==> src/rtl/rsc_pkg.sv <==
// Shared types, codes and the saturation helper for the RPN stack calculator.
// No dependencies; used by every other file in rtl/.
package rsc_pkg;

  // Item codes carried on the mode field.
  localparam logic [2:0] ModePush    = 3'd0;
  localparam logic [2:0] ModeAdd     = 3'd1;
  localparam logic [2:0] ModeSub     = 3'd2;
  localparam logic [2:0] ModeMul     = 3'd3;
  localparam logic [2:0] ModeDiv     = 3'd4;
  localparam logic [2:0] ModeRem     = 3'd5;
  localparam logic [2:0] ModeEnd     = 3'd6;
  localparam logic [2:0] ModeUnknown = 3'd7;

  // Status codes.
  localparam logic [2:0] StOk       = 3'd0;
  localparam logic [2:0] StFull     = 3'd1;
  localparam logic [2:0] StEmpty    = 3'd2;
  localparam logic [2:0] StDivZero  = 3'd3;
  localparam logic [2:0] StModZero  = 3'd4;
  localparam logic [2:0] StUnknown  = 3'd5;
  localparam logic [2:0] StInvalid  = 3'd6;
  localparam logic [2:0] StOverflow = 3'd7;

  // Divider geometry: a Q16.16 dividend scaled by 2^16 needs 48 magnitude bits.
  localparam int unsigned DivNumW = 48;
  localparam int unsigned DivCntW = 6;

  typedef struct packed {
    logic       cap;
    logic       rd;
    logic       push;
    logic       set_err;
    logic [2:0] err_code;
    logic       mul_go;
    logic       div_go;
    logic       commit;
    logic       fin;
  } ctrl_cmd_t;

  typedef struct packed {
    logic [2:0] mode;
    logic       err_set;
    logic       sp_one;
    logic       sp_lt2;
    logic       full;
    logic       top_zero;
    logic       div_done;
  } dp_status_t;

  typedef struct packed {
    logic        ovf;
    logic [31:0] val;
  } sat_t;

  // Clamp a wide signed value into 32 bits, flagging when clamping occurred.
  function automatic sat_t sat32(input logic signed [48:0] v);
    sat_t r;
    if (v > 49'sh0_0000_7FFF_FFFF) begin
      r.ovf = 1'b1;
      r.val = 32'h7FFF_FFFF;
    end else if (v < -49'sh0_0000_8000_0000) begin
      r.ovf = 1'b1;
      r.val = 32'h8000_0000;
    end else begin
      r.ovf = 1'b0;
      r.val = v[31:0];
    end
    return r;
  endfunction

endpackage

==> src/rtl/rsc_ctrl.sv <==
// Sequencing state machine: decides what each item does and steps the datapath.
// Depends on rsc_pkg for codes and the command and status structs.
module rsc_ctrl (
  input  logic                   clk_i,
  input  logic                   rst_ni,
  input  logic                   start_i,
  input  rsc_pkg::dp_status_t    stat_i,
  output rsc_pkg::ctrl_cmd_t     cmd_o,
  output logic                   busy_o,
  output logic                   done_o
);

  typedef enum logic [2:0] {
    Idle, Read, Exec, MulCommit, DivWait, Fin
  } state_e;

  state_e state_q, state_d;
  logic   done_q;

  always_comb begin
    cmd_o   = '0;
    state_d = state_q;
    unique case (state_q)
      Idle: begin
        if (start_i) begin
          cmd_o.cap = 1'b1;
          state_d   = Read;
        end
      end
      Read: begin
        cmd_o.rd = 1'b1;
        state_d  = Exec;
      end
      Exec: begin
        state_d = Fin;
        if (stat_i.mode != rsc_pkg::ModeEnd && !stat_i.err_set) begin
          case (stat_i.mode)
            rsc_pkg::ModePush: begin
              if (stat_i.full) begin
                cmd_o.set_err  = 1'b1;
                cmd_o.err_code = rsc_pkg::StFull;
              end else begin
                cmd_o.push = 1'b1;
              end
            end
            rsc_pkg::ModeUnknown: begin
              cmd_o.set_err  = 1'b1;
              cmd_o.err_code = rsc_pkg::StUnknown;
            end
            default: begin
              if (stat_i.mode == rsc_pkg::ModeDiv && stat_i.sp_one && stat_i.top_zero) begin
                cmd_o.set_err  = 1'b1;
                cmd_o.err_code = rsc_pkg::StDivZero;
              end else if (stat_i.sp_lt2) begin
                cmd_o.set_err  = 1'b1;
                cmd_o.err_code = rsc_pkg::StEmpty;
              end else if (stat_i.top_zero && stat_i.mode == rsc_pkg::ModeDiv) begin
                cmd_o.set_err  = 1'b1;
                cmd_o.err_code = rsc_pkg::StDivZero;
              end else if (stat_i.top_zero && stat_i.mode == rsc_pkg::ModeRem) begin
                cmd_o.set_err  = 1'b1;
                cmd_o.err_code = rsc_pkg::StModZero;
              end else begin
                case (stat_i.mode) inside
                  rsc_pkg::ModeAdd, rsc_pkg::ModeSub: cmd_o.commit = 1'b1;
                  rsc_pkg::ModeMul: begin
                    cmd_o.mul_go = 1'b1;
                    state_d      = MulCommit;
                  end
                  default: begin
                    cmd_o.div_go = 1'b1;
                    state_d      = DivWait;
                  end
                endcase
              end
            end
          endcase
        end
      end
      MulCommit: begin
        cmd_o.commit = 1'b1;
        state_d      = Fin;
      end
      DivWait: begin
        if (stat_i.div_done) begin
          cmd_o.commit = 1'b1;
          state_d      = Fin;
        end
      end
      Fin: begin
        cmd_o.fin = 1'b1;
        state_d   = Idle;
      end
      default: state_d = Idle;
    endcase
  end

  always_ff @(posedge clk_i or negedge rst_ni) begin
    if (!rst_ni) begin
      state_q <= Idle;
      done_q  <= 1'b0;
    end else begin
      state_q <= state_d;
      done_q  <= (state_q == Fin);
    end
  end

  assign busy_o = (state_q != Idle);
  assign done_o = done_q;

endmodule

==> config.mk <==
export PLATFORM = sky130hd
export DESIGN_NAME = rsc_ctrl
export DESIGN_NICKNAME = d
export VERILOG_FILES = /design/src/rtl/rsc_pkg.sv /design/src/rtl/rsc_ctrl.sv
export SDC_FILE = /design/constraint.sdc
export NUM_CORES = 1
export LEC_CHECK = 0
export BUFFER_PORTS_ARGS = -buffer_cell sky130_fd_sc_hd__clkbuf_2
export CAP_MARGIN = 10
export CORE_MARGIN = 10
export CORE_UTILIZATION = 35
export CTS_CLUSTER_SIZE = 40
export DETAILED_ROUTE_END_ITERATION = 8
export GPL_ROUTABILITY_DRIVEN = 1
export PLACE_DENSITY = 0.68
export SYNTH_ARGS = -nofsm -noshare
export SYNTH_HDL_FRONTEND = slang
export SYNTH_SLANG_ARGS = --single-unit
==> constraint.sdc <==
create_clock -name clk_i -period 3.3 [get_ports clk_i]
set_input_delay 0.33 -clock clk_i [delete_from_list [all_inputs] [get_ports clk_i]]
set_output_delay 0.33 -clock clk_i [all_outputs]
set_load 0.01 [all_outputs]
==> summary.txt, run 1 <==
Clock network
  • # clock sinks: 4
  • CTS max path bufs: 2
  • Num CTS Buffers: 3
  • Clock Latency Late Sink: ~0.24 ns
  • CTS H-tree depth: 1
  • Clock transition at path regs: ~0.040 ns
  • CTS tree: yes
  • Root Driver: clkbuf_4

Final layout
  • Post-route cell area: slightly above 600 um2
  • Fin cells: 91
  • Ant diodes: 0
  • Most common cell after layout, fill and taps aside: clkbuf_2
  • Synthesis-to-finish area growth: 29.8%
  • Layout Nets: 90
  • Share of layout cells above drive strength 1: 0.487
  • Commonest non-fill, non-tap cells in the layout: clkbuf_2, nor2_1, a21oi_1, dfrtp_1

STA
  • Max Freq: between 500 and 600 MHz
  • Max-slew violations: 0
  • Max-slew headroom: 0.785
  • Skew final: between 0.001 and 0.0015 ns
  • Sum Neg Setup Slack: 0 ns
  • Final Setup Violations: 0
  • RSZ-0062 raised after global routing: no
  • Final Hold Fails: 0
  • Worst slew pin tran: about 0.32 ns
  • Final min period: approximately 1.9 ns
  • Ratio of final minimum period to clock period: 0.563
  • Final hold slack: about 0.43 ns

Pwr
  • Power, Total: ~0.00033 W
  • Worst ir drop on vdd: approximately 0.00016 V
  • Leakage Power: slightly above 0.3 nW
  • PD cells: 543 nW/um2

Placement
  • IO buf count: 24
  • Post-DP HPWL: 1.05 mm
  • Placed Cells: 87
  • DP Area: roughly 570 um2
  • RD Place Congestion: about 0.71

Global routing
  • Largest net degree at the start of global routing: 15
  • GRT Overall Usage: 0.0824
  • First-pass GRT wire length: roughly 2.2 mm
  • Initial antenna violation count: 0
  • Vias in the first global route: approximately 520
  • GRT overflow: 0

Worst setup path
  • Reg2reg start: state_q[0]$_DFFE_PN0P_
  • Arrival time worst endpoint: about 1.5 ns
  • Worst setup SP type: flip-flop
  • CP Max Fanout: 7
  • Register-to-Register Setup Slack: about 2 ns
  • Critical path type: reg2out
  • FF-to-FF path depth: 3
  • Worst reg2reg endpoint: state_q[0]$_DFFE_PN0P_
  • CP Capture Type: output pin
  • CP Data Required Time: just under 3 ns

Floorplan
  • Chip width: about 57 um
  • Core region area: 1280 um2
  • Die Ht: 56.5 um
  • Die area: around 3200 um2
  • Starting Density: 0.363
  • # IOs: 25
  • Num rows: 13

Routing
  • # DRC: 0
  • DR vias: approximately 500
  • Routed wire length: ~1.3 mm
  • Post-route ant nets: 0
  • Iteration-0 DRC Markers: 5
  • Initial DRT Pass Iterations: 4
  • Per-cell routed wire length: between 10 and 15 um
  • Via density: 5.44

Run
  • Max_cap viols: 0

Status
  • Status: completed

Synthesis
  • Net count after synthesis: 64
  • Yosys top cell by area: dfrtp_1
  • Area fraction of the dominant cell type after synthesis: 0.214
  • Ranking of synthesized cells by area: dfrtp_1, nor2b_4, buf_6, a21oi_1, or3_1
  • Sequential share of the synthesized area: 0.214
  • Asr flop ratio synth: 1.00
  • Post-Syn Area: 467 um2
  • Mapped Cells: 52
  • Avg Inst Size Synth: between 8 and 9 um2
  • Post-synth EDFFs: 0
  • Flops & latches, synth: 4
  • Yosys cell types: 36
  • Yosys warns: 0
  • Commonest register cell after synthesis: dfrtp_1

Hold path
  • Min-Delay Path Class: in2async
==> through the flow <==
| stage | utilization | setup slack (ns) |
|---|---|---|
| 5_1_grt | 0.471 | 1.38 |
| 2_1_floorplan | - | 1.86 |
| 4_1_cts | 0.471 | 1.43 |
| 3_3_place_gp | 0.446 | 1.67 |
| 3_5_place_dp | 0.446 | 1.66 |
| 6_report | 0.471 | 1.44 |
==> worst max path at each step <==
stage	startpoint	end	slack, ns
6_report	state_q[0]$_DFFE_PN0P_	cmd_o[1]	1.44
5_1_grt	state_q[0]$_DFFE_PN0P_	cmd_o[1]	1.38
4_1_cts	state_q[0]$_DFFE_PN0P_	cmd_o[1]	1.43
3_5_place_dp	stat_i[8]	cmd_o[7]	1.66
3_3_place_gp	stat_i[8]	cmd_o[7]	1.67
2_1_floorplan	state_q[2]$_DFFE_PN0P_	cmd_o[1]	1.86
==> cells in the mapped netlist, types with 2 or more instances <==
| master | n |
|---|---|
| nor2b_4 | 2 |
| a21oi_1 | 4 |
| nand2_1 | 2 |
| dfrtp_1 | 4 |
| nor2b_1 | 2 |
| buf_6 | 2 |
| buf_2 | 2 |
| nor2_1 | 4 |
| or3_1 | 3 |
==> sequential cells by signal (all words and copies together), names as in the netlist <==
register and count:
done_o 1, state_q 3
==> timing repair <==
action                                 in CTS  in global routing
gates resized for setup                     0                  0
hold buffers                                1                  0
buffers inserted                            0                  0
endpoints found under the hold margin       4                  0
==> metal layers <==
layer,global-route usage,share of wire
met1,0.0860,0.47
met2,0.132,0.44
met3,0.0360,0.074
met4,0.0515,0.013
met5,0,0
==> layout make-up <==
type                            count  area [um2]
Tap cell                           15        18.8
Inverter                            1        3.75
Multi-Input combinational cell     43         330
Fill cell                         127         679
Clock buffer                        3        22.5
Timing Repair Buffer               25         130
Sequential cell                     4         100
==> cell families (layout without fill, tap and decap cells) <==
family / Yosys count / in the layout / share of synthesized area
XOR/XNOR: 1 / 1 / 0.0188
multiplexers: 1 / 1 / 0.0241
AND/OR/NAND/NOR: 28 / 28 / 0.445
buffers and inverters: 5 / 29 / 0.0777
AO/OA/AOI/OAI: 13 / 13 / 0.220
flip-flops: 4 / 4 / 0.214
==> worst max-delay path: stages, from the launching register on <==
cell      delay, ns
dfrtp_1        0.44
nor2_2         0.26
nand2_4        0.11
o41ai_2        0.28
clkbuf_2       0.18
==> power breakdown <==
part	switching, W	internal (W)
clock network	0.0000221	0.0000408
logic	0.0000833	0.0000809
registers	0.0000342	0.0000678
No activity file was read; power rests on OpenSTA's default activity.
==> inputs of run 2 (changes only) <==
clock period = 1.8 ns   (was 3.3 ns; I/O delays follow)
==> run 2 against run 1 <==
Against the previous run: clock power up 76%; core utilization is the same; via count fell by 2.2%; critical endpoint unchanged; sequential power is 79% higher.
==> summary.txt, run 2 (synthesis gave the netlist of run 1 again) <==
Status
  • Status: completed

STA
  • Final worst-path setup slack: 0.164 ns (-1.28 ns)
  • Max-slew headroom: 0.804 (+0.0196)
  • Skew final: 0.00583 ns (+0.00451 ns)
  • Final Hold Fails: 0 (unchanged)
  • RSZ-0062 raised after global routing: no
  • Sum Neg Setup Slack: 0 ns (unchanged)
  • Final min period: between 1.5 and 2 ns
  • Max Freq: ~600 MHz
  • Worst slew pin tran: 0.294 ns (-0.0294 ns)
  • Max-slew violations: 0 (unchanged)
  • Ratio of final minimum period to clock period: 0.909
  • Final Setup Violations: 0 (unchanged)

Final layout
  • Synthesis-to-finish area growth: 29.8% (unchanged)
  • Max FFs per register: 3 (unchanged)
  • Most common cell after layout, fill and taps aside: clkbuf_2
  • Most flops, register: state_q
  • Post-route cell area: 606 um2 (unchanged)
  • Share of layout cells above drive strength 1: 0.487 (unchanged)
  • Ant diodes: 0 (unchanged)
  • Commonest non-fill, non-tap cells in the layout: clkbuf_2, nor2_1, a21oi_1, dfrtp_1
  • Layout Nets: 90 (unchanged)

Worst setup path
  • Critical path type: reg2out
  • Worst reg2reg endpoint: state_q[0]$_DFFE_PN0P_
  • CP Data Required Time: 1.62 ns (-1.35 ns)
  • FF-to-FF path depth: 3 (unchanged)
  • Register-to-Register Setup Slack: 0.59 ns (-1.46 ns)
  • Slowest CP cell: dfrtp_1
  • Arrival time worst endpoint: 1.46 ns (-0.07 ns)
  • CP peak stage delay: 0.44 ns (about the same)
  • CP Capture Type: output pin
  • Reg2reg start: state_q[0]$_DFFE_PN0P_
  • CP Max Fanout: 7 (unchanged)
  • Worst setup SP type: flip-flop
  • Cell Chain, Critical Path: nor2_2 > nand2_4 > o41ai_2 > clkbuf_2

Floorplan
  • Die Ht: 56.5 um (unchanged)
  • Starting Density: 0.363 (unchanged)
  • Chip width: 56.5 um (unchanged)
  • # IOs: 25 (unchanged)
  • Core region area: 1280 um2 (unchanged)
  • Num rows: 13 (unchanged)
  • Die area: 3190 um2 (unchanged)

Global routing
  • Largest net degree at the start of global routing: 15 (unchanged)
  • First-pass GRT wire length: 2.14 mm (-4.3%)
  • Initial antenna violation count: 0 (unchanged)
  • Vias in the first global route: 503 (-3.5%)
  • GRT Overall Usage: 0.0789 (-0.00355)
  • GRT overflow: 0 (unchanged)

Clock network
  • CTS H-tree depth: 1 (unchanged)
  • Clock transition at path regs: 0.04 ns (about the same)
  • CTS tree: yes
  • # clock sinks: 4 (unchanged)
  • Root Driver: clkbuf_4
  • Num CTS Buffers: 3 (unchanged)
  • CTS max path bufs: 2 (unchanged)
  • Clock Latency Late Sink: 0.23 ns (about the same)

Pwr
  • Leakage Power: 0.306 nW (unchanged)
  • Power, Total: 0.000593 W (+80%)
  • PD cells: 979 nW/um2 (+80%)
  • Worst ir drop on vdd: 0.000311 V (+91%)

Placement
  • RD Place Congestion: 0.707 (-0.46%)
  • Setup WS pre-CTS: 0.379 ns (-1.28 ns)
  • Post-DP HPWL: 992 um (-5.4%)
  • IO buf count: 24 (unchanged)
  • DP Area: 573 um2 (unchanged)

Routing
  • Via density: 5.32 (-2.2%)
  • # DRC: 0 (unchanged)
  • DR vias: 484 (-2.2%)
  • Routed wire length: 1.22 mm (-6.1%)
  • Post-route ant nets: 0 (unchanged)
  • Initial DRT Pass Iterations: 3 (-1)
  • Iteration-0 DRC Markers: 11 (+6)
  • Per-cell routed wire length: 13.4 um (-6.1%)

Run
  • Max_cap viols: 0 (unchanged)

Hold path
  • Min-Delay Path Class: in2async
## run 2: cell counts in the layout (fill, tap and decap cells not counted)
Identical to the previous run, type by type.
## run 2: stage by stage
stage                     hold WS [ns]  std cells   util
after floorplan                 -0.116         52      -
after global placement         -0.0113         87  0.446
after detailed placement      -0.00697         87  0.446
after CTS                        0.277         91  0.471
after global routing             0.291         91  0.471
final                            0.284         91  0.471
## run 2: area by class of cell
type,count,area (um2)
multi-input combinational,43,330
timing repair buffer,25,130
fill,130,679
clock buffer,3,22.5
tap,15,18.8
sequential,4,100
inverter,1,3.75
## run 2: critical path, delay by kind of cell (launching register included)
family / cells / cell delay (ns)
flops: 1 / 0.44
simple gates: 2 / 0.35
compound gates: 1 / 0.27
buf+inv: 1 / 0.18
## run 2: per-layer routing
metal	up-vias	track usage	part of all wire
li1	245	-	-
met1	216	0.0861	0.46
met2	21	0.118	0.43
met3	2	0.0517	0.10
met4	0	0.0309	0.0066
met5	-	0	0
## run 2: worst max path at each step
| stage | startpoint | cells past startpoint | slack [ns] | to |
|---|---|---|---|---|
| floorplan | state_q[2]$_DFFE_PN0P_ | 4 | 0.51 | cmd_o[1] |
| global placement | state_q[0]$_DFFE_PN0P_ | 4 | 0.40 | cmd_o[1] |
| detailed placement | state_q[0]$_DFFE_PN0P_ | 4 | 0.38 | cmd_o[1] |
| CTS | state_q[0]$_DFFE_PN0P_ | 4 | 0.14 | cmd_o[1] |
| global route | state_q[0]$_DFFE_PN0P_ | 4 | 0.03 | cmd_o[1] |
| finish | state_q[0]$_DFFE_PN0P_ | 4 | 0.16 | cmd_o[1] |
## run 2: power by group
group	total (W)	switching, W	internal (W)
combinational	0.000299	0.000151	0.000148
clock	0.000111	0.0000363	0.0000746
sequential	0.000183	0.0000581	0.000124
## run 2: timing repair
action	in CTS	in global routing
endpoints found under the hold margin	4	0
hold buffers	1	0
resized for setup	0	0
buffers inserted	0	0
